File: config.mk
export PLATFORM = sky130hd
export DESIGN_NAME = wsab_front
export DESIGN_NICKNAME = d
export VERILOG_FILES = /design/src/rtl/wsab_pkg.sv /design/src/rtl/wsab_front.sv
export SDC_FILE = /design/constraint.sdc
export NUM_CORES = 1
export LEC_CHECK = 0
export BUFFER_PORTS_ARGS = -buffer_cell sky130_fd_sc_hd__buf_2
export CAP_MARGIN = 20
export CORE_UTILIZATION = 35
export DETAILED_ROUTE_END_ITERATION = 12
export PLACE_DENSITY = 0.63
export RECOVER_POWER = 25
export SETUP_SLACK_MARGIN = 0.4
export SLEW_MARGIN = 10
export SYNTH_ARGS = -nofsm -noshare
export SYNTH_HDL_FRONTEND = slang
export SYNTH_SLANG_ARGS = --single-unit
export TNS_END_PERCENT = 100
File: constraint.sdc
create_clock -name clk -period 13 [get_ports clk]
set_clock_uncertainty 0.05 [all_clocks]
set_input_delay 0.65 -clock clk [delete_from_list [all_inputs] [get_ports clk]]
set_output_delay 0.65 -clock clk [all_outputs]
set_load 0.05 [all_outputs]
File: src/rtl/wsab_pkg.sv
// Package for the weighted sample accumulation buffer.
// Holds store geometry, field widths, action and status codes and the queue entry type.
// No dependencies.
package wsab_pkg;

	localparam int MaxWidth  = 128;
	localparam int MaxHeight = 128;
	localparam int XW        = 7;
	localparam int YW        = 7;
	localparam int AW        = XW + YW;
	localparam int Depth     = MaxWidth * MaxHeight;
	localparam int SumW      = 48;
	localparam int WSumW     = 32;
	localparam int SampW     = 25;
	localparam int WtW       = 16;
	localparam int QDepth    = 2;

	localparam logic [1:0] ActAdd     = 2'd0;
	localparam logic [1:0] ActResolve = 2'd1;
	localparam logic [1:0] ActClear   = 2'd2;

	localparam logic [1:0] StOk      = 2'd0;
	localparam logic [1:0] StRange   = 2'd1;
	localparam logic [1:0] StInvalid = 2'd2;
	localparam logic [1:0] StSat     = 2'd3;

	// Operation codes after classification in the front part.
	typedef enum logic [1:0] {
		OP_NONE    = 2'd0,
		OP_ADD     = 2'd1,
		OP_RESOLVE = 2'd2,
		OP_CLEAR   = 2'd3
	} op_t;

	typedef struct packed {
		op_t                     op;
		logic [AW-1:0]           addr;
		logic signed [SampW-1:0] r;
		logic signed [SampW-1:0] g;
		logic signed [SampW-1:0] b;
		logic signed [WtW-1:0]   w;
		logic                    bad;
		logic [1:0]              status;
	} cmd_t;

endpackage

File: src/rtl/wsab_front.sv
// Front part: accepts requests, checks coordinates, applies the vertical flip.
// Depends on wsab_pkg.
module wsab_front (
	input  logic                              clk,
	input  logic                              arst_n,
	input  logic                              valid,
	output logic                              ready,
	input  logic [1:0]                        action,
	input  logic [wsab_pkg::XW-1:0]           pos_x,
	input  logic [wsab_pkg::YW-1:0]           pos_y,
	input  logic signed [wsab_pkg::SampW-1:0] sample_red,
	input  logic signed [wsab_pkg::SampW-1:0] sample_green,
	input  logic signed [wsab_pkg::SampW-1:0] sample_blue,
	input  logic signed [wsab_pkg::WtW-1:0]   sample_weight,
	input  logic                              sample_bad,
	input  logic [7:0]                        frame_width,
	input  logic [7:0]                        frame_height,
	output logic                              cmd_valid,
	input  logic                              cmd_ready,
	output wsab_pkg::cmd_t                    cmd
);
	logic [wsab_pkg::QDepth-1:0] vld_q;
	wsab_pkg::cmd_t               ent_q [wsab_pkg::QDepth];
	logic                         wr_q, rd_q;
	logic [8:0]                   w_eff, h_eff;
	logic                         in_range;
	logic [wsab_pkg::YW-1:0]      fy;
	logic [8:0]                   fy_w;
	wsab_pkg::cmd_t               c;

	assign w_eff = (frame_width > 8'(wsab_pkg::MaxWidth)) ? 9'(wsab_pkg::MaxWidth)
		: {1'b0, frame_width};
	assign h_eff = (frame_height > 8'(wsab_pkg::MaxHeight)) ? 9'(wsab_pkg::MaxHeight)
		: {1'b0, frame_height};
	assign in_range = ({2'b0, pos_x} < w_eff) && ({2'b0, pos_y} < h_eff);
	assign fy_w = h_eff - 9'd1 - {2'b0, pos_y};
	assign fy = fy_w[wsab_pkg::YW-1:0];

	always_comb begin
		c = '0;
		c.r = sample_red;
		c.g = sample_green;
		c.b = sample_blue;
		c.w = sample_weight;
		c.bad = sample_bad;
		c.addr = {pos_y, pos_x};
		c.status = wsab_pkg::StOk;
		case (action)
			wsab_pkg::ActAdd: begin
				c.op = in_range ? wsab_pkg::OP_ADD : wsab_pkg::OP_NONE;
				if (!in_range) c.status = wsab_pkg::StRange;
			end
			wsab_pkg::ActResolve: begin
				c.op = in_range ? wsab_pkg::OP_RESOLVE : wsab_pkg::OP_NONE;
				c.addr = {fy, pos_x};
				if (!in_range) c.status = wsab_pkg::StRange;
			end
			wsab_pkg::ActClear: c.op = wsab_pkg::OP_CLEAR;
			default: c.op = wsab_pkg::OP_NONE;
		endcase
	end

	assign ready = !vld_q[wr_q];
	assign cmd_valid = vld_q[rd_q];
	assign cmd = ent_q[rd_q];

	always_ff @(posedge clk) begin
		if (valid && ready) ent_q[wr_q] <= c;
	end

	always_ff @(posedge clk or negedge arst_n) begin
		if (!arst_n) begin
			vld_q <= '0;
			wr_q <= 1'b0;
			rd_q <= 1'b0;
		end else begin
			if (valid && ready) begin
				vld_q[wr_q] <= 1'b1;
				wr_q <= !wr_q;
			end
			if (cmd_valid && cmd_ready) begin
				vld_q[rd_q] <= 1'b0;
				rd_q <= !rd_q;
			end
		end
	end
endmodule

==> results.cfg <==
[grt]
grt_pass1_wl_um = 25900
grt_max_degree = 70
met3_usage_pct = 3.56
grt_use_met1_pct = 15.9
grt_pass1_vias = 4758
top_usage_layer = met2
grt_overflow = 0
grt_antenna_before_repair = 1
grtUsageMet2_pct = 22.6
grt_util_all_layers_pct = 13.0

[synth]
syn_inst = 463
avgSynthCellArea_um2 = 18.9
ys_ff_latch = 222
synth_area_um2 = 8750
syn-num-nets = 611
yosys_warnings = 0
async_flop_share_pct = 1.80
synth-edff-count = 218
synth_cell_types = 34
synthFlopType = edfxtp_1
seq_area_frac_synth_pct = 76.0

[timing]
final.min_clock_period_ns = 3.62
hold_viol = 0
finalSetupViolCount = 0
tns_ns = 0
slew_headroom_pct = 35.6
drv_slew = 0
setup_ws_ns = 9.38
period_share_pct = 27.9
rsz0062_at_grt = no
hold_ws_ns = 0.289
worst_slew_pin_slew_ns = 0.965
clock.fmax_ghz = 0.276

[pwr]
finalPower_mw = 2.65
ir_worst_vdd_mv = 0.124
power.switching_mw = 1.07
p_leak_nw = 4.18
switching_share_pct = 40.5
p_clk_share_pct = 22.2
p_per_area_nw_per_um2 = 242
p_int_mw = 1.58
seqPwrFrac_pct = 38.2
power_frac_comb_pct = 39.6

[clock_tree]
post-cts-setup-buffers = 0
worst_skew_pair.late_latency_ns = 0.49
cts_buffers = 23
cts_sinks = 222
cts-root-buf = clkbuf_16
htreeDepth = 1
cts_tree = yes
clkSlewWorstSetupHoldPaths_ns = 0.06
cts_resized = 0
cts.path.max_buffers = 3
cts_hold_buf = 1

[drt]
drtIter0Drc = 226
ant_nets = 0
routed_wl_um = 17000
vias = 4779
viasPerCell = 4.53
dr.pass1.iters = 4
wire_per_inst_um = 16.1
drt_drc_violations_left = 0

[place]
post-place-ws_ns = 9.81
dpl.cell_count = 1015
port_buffers = 238
hpwlAfterDp_um = 11300
globalplace.congestion = 0.710

[worst_setup_path]
critPathMaxFanout = 63
critPathMaxStageDelay_ns = 0.87
cp_top_family = buffers and inverters
critPathBufInv = 2
critical_path_class = reg -> out
worst_setup_path_end_kind = output pin
start_kind = flop
path_cells = buf_4 > mux2_2 > buf_2
critPathSlowestCell = dfrtp_4
arrival_ns = 2.92
required_ns = 12.30

[floorplanning]
fp.dieW_um = 160
initial_utilization_pct = 35.9
io_pins = 240
coreArea_um2 = 24400
dieArea_um2 = 25600
rows = 57
die_y_um = 160

[layout]
fin_nets = 865
drive_above_1_share_pct = 50.7
area_growth_pct = 25.6
fillers = 2228
antenna_cells = 0
finalNonFillerCells = 1056

[worst_hold_path]
min_path_type = in -> reg

[job]
cap_viol_max_count = 0

[status]
outcome = completed
-- cell type report --
| cell class | instances | area, um^2 | area share (%) |
|---|---|---|---|
| Sequential cell | 222 | 6650 | 60.5 |
| Timing Repair Buffer | 244 | 1220 | 11.1 |
| Multi-Input combinational cell | 210 | 1980 | 18.0 |
| Tap cell | 324 | 405 | 3.69 |
| Clock buffer | 27 | 591 | 5.38 |
| Clock inverter | 13 | 82.6 | 0.752 |
| Inverter | 16 | 60.1 | 0.547 |
-- layer usage --
| metal | vias to the layer above | share of wire [%] |
|---|---|---|
| met5 | - | 0.065 |
| met4 | 2 | 1.5 |
| met3 | 21 | 7.7 |
| met2 | 184 | 50 |
| met1 | 2287 | 40 |
| li1 | 2285 | - |
-- worst paths after layout --
path / to / slack (ns) / cells after the start / startpoint
setup / recovery: cmd[66] / 9.38 / 3 / rd_q
hold / removal: ent_q[1][91] / 0.29 / 1 / sample_red[22]
setup reg to reg: ent_q[0][27] / 10.18 / 3 / vld_q[0]
hold reg to reg: vld_q[0] / 0.54 / 1 / vld_q[0]
max in group asynchronous: rd_q / 12.33 / 2 / arst_n
min in group asynchronous: rd_q / 0.44 / 2 / arst_n
-- synth_stat cells, types with 2 or more instances --
cell type	n	share of area, %
nand2b_1	16	1.1
a21o_1	2	0.17
buf_2	12	0.69
nor3_1	2	0.11
nand2_1	12	0.51
inv_1	16	0.69
dfrtp_1	4	1.1
o31ai_1	2	0.17
a21oi_1	9	0.51
a211oi_1	2	0.17
nor2_1	5	0.21
xor2_1	2	0.20
ha_1	19	2.7
nor2b_1	2	0.14
mux2_2	111	14
o21ai_0	10	0.57
clkbuf_1	2	0.086
edfxtp_1	218	75
o21a_1	2	0.17
-- power by group through the flow --
stage / Sequential [mW] / Combinational [mW] / Clock, mW
6_report: 1.01 / 1.05 / 0.589
5_1_grt: 1.03 / 1.10 / 0.641
3_3_place_gp: 1.03 / 1.06 / 0
2_1_floorplan: 1.02 / 0.856 / 0
4_1_cts: 1.02 / 1.07 / 0.610
3_5_place_dp: 1.03 / 1.07 / 0
-- layout by cell type, fill, tap and decap left out, types with 2 or more instances in the layout --
cell type  count
nor2b_1        2
a211oi_1       2
nand2b_1      16
clkinv_1       6
clkbuf_16     23
clkbuf_1      21
nand2_1       12
dfrtp_1        3
buf_4          5
ha_1          19
a21oi_1        9
buf_2        221
edfxtp_1     218
clkinv_2       6
o21a_1         2
xor2_1         2
mux2_2       111
o21ai_0       10
inv_1         16
o31ai_1        2
a21o_1         2
nor2_1         4
nor3_1         2
-- worst register-to-register path, delay by kind of cell, from the launching register on --
family	cells	cell delay, ns
buf+inv	2	1.38
flops	1	0.43
simple gates	1	0.52
-- state kept, by name, indices dropped and copies added, names as in the netlist --
register  flops
ent_q       218
vld_q         2
rd_q          1
wr_q          1
-- kinds of logic (layout without fill, tap and decap cells) --
family | after synthesis | after routing | share of synthesized area (%)
AND/OR/NAND/NOR | 42 | 42 | 2.55
buffers and inverters | 31 | 300 | 1.54
XOR/XNOR | 3 | 3 | 0.300
multiplexers | 112 | 112 | 14.4
other | 1 | 1 | 0.0429
adder cells (fa/ha/maj) | 20 | 20 | 2.95
flip-flops | 222 | 222 | 76.0
AO/OA/AOI/OAI | 32 | 32 | 2.23
-- stage by stage --
stage               util (%)  area (um^2)
floorplan                  -         8750
global placement        42.3        10300
detailed placement      42.3        10300
CTS                     45.1        11000
global route            45.0        11000
finish                  45.0        11000
Note: power is estimated with default switching activity, not from simulation.
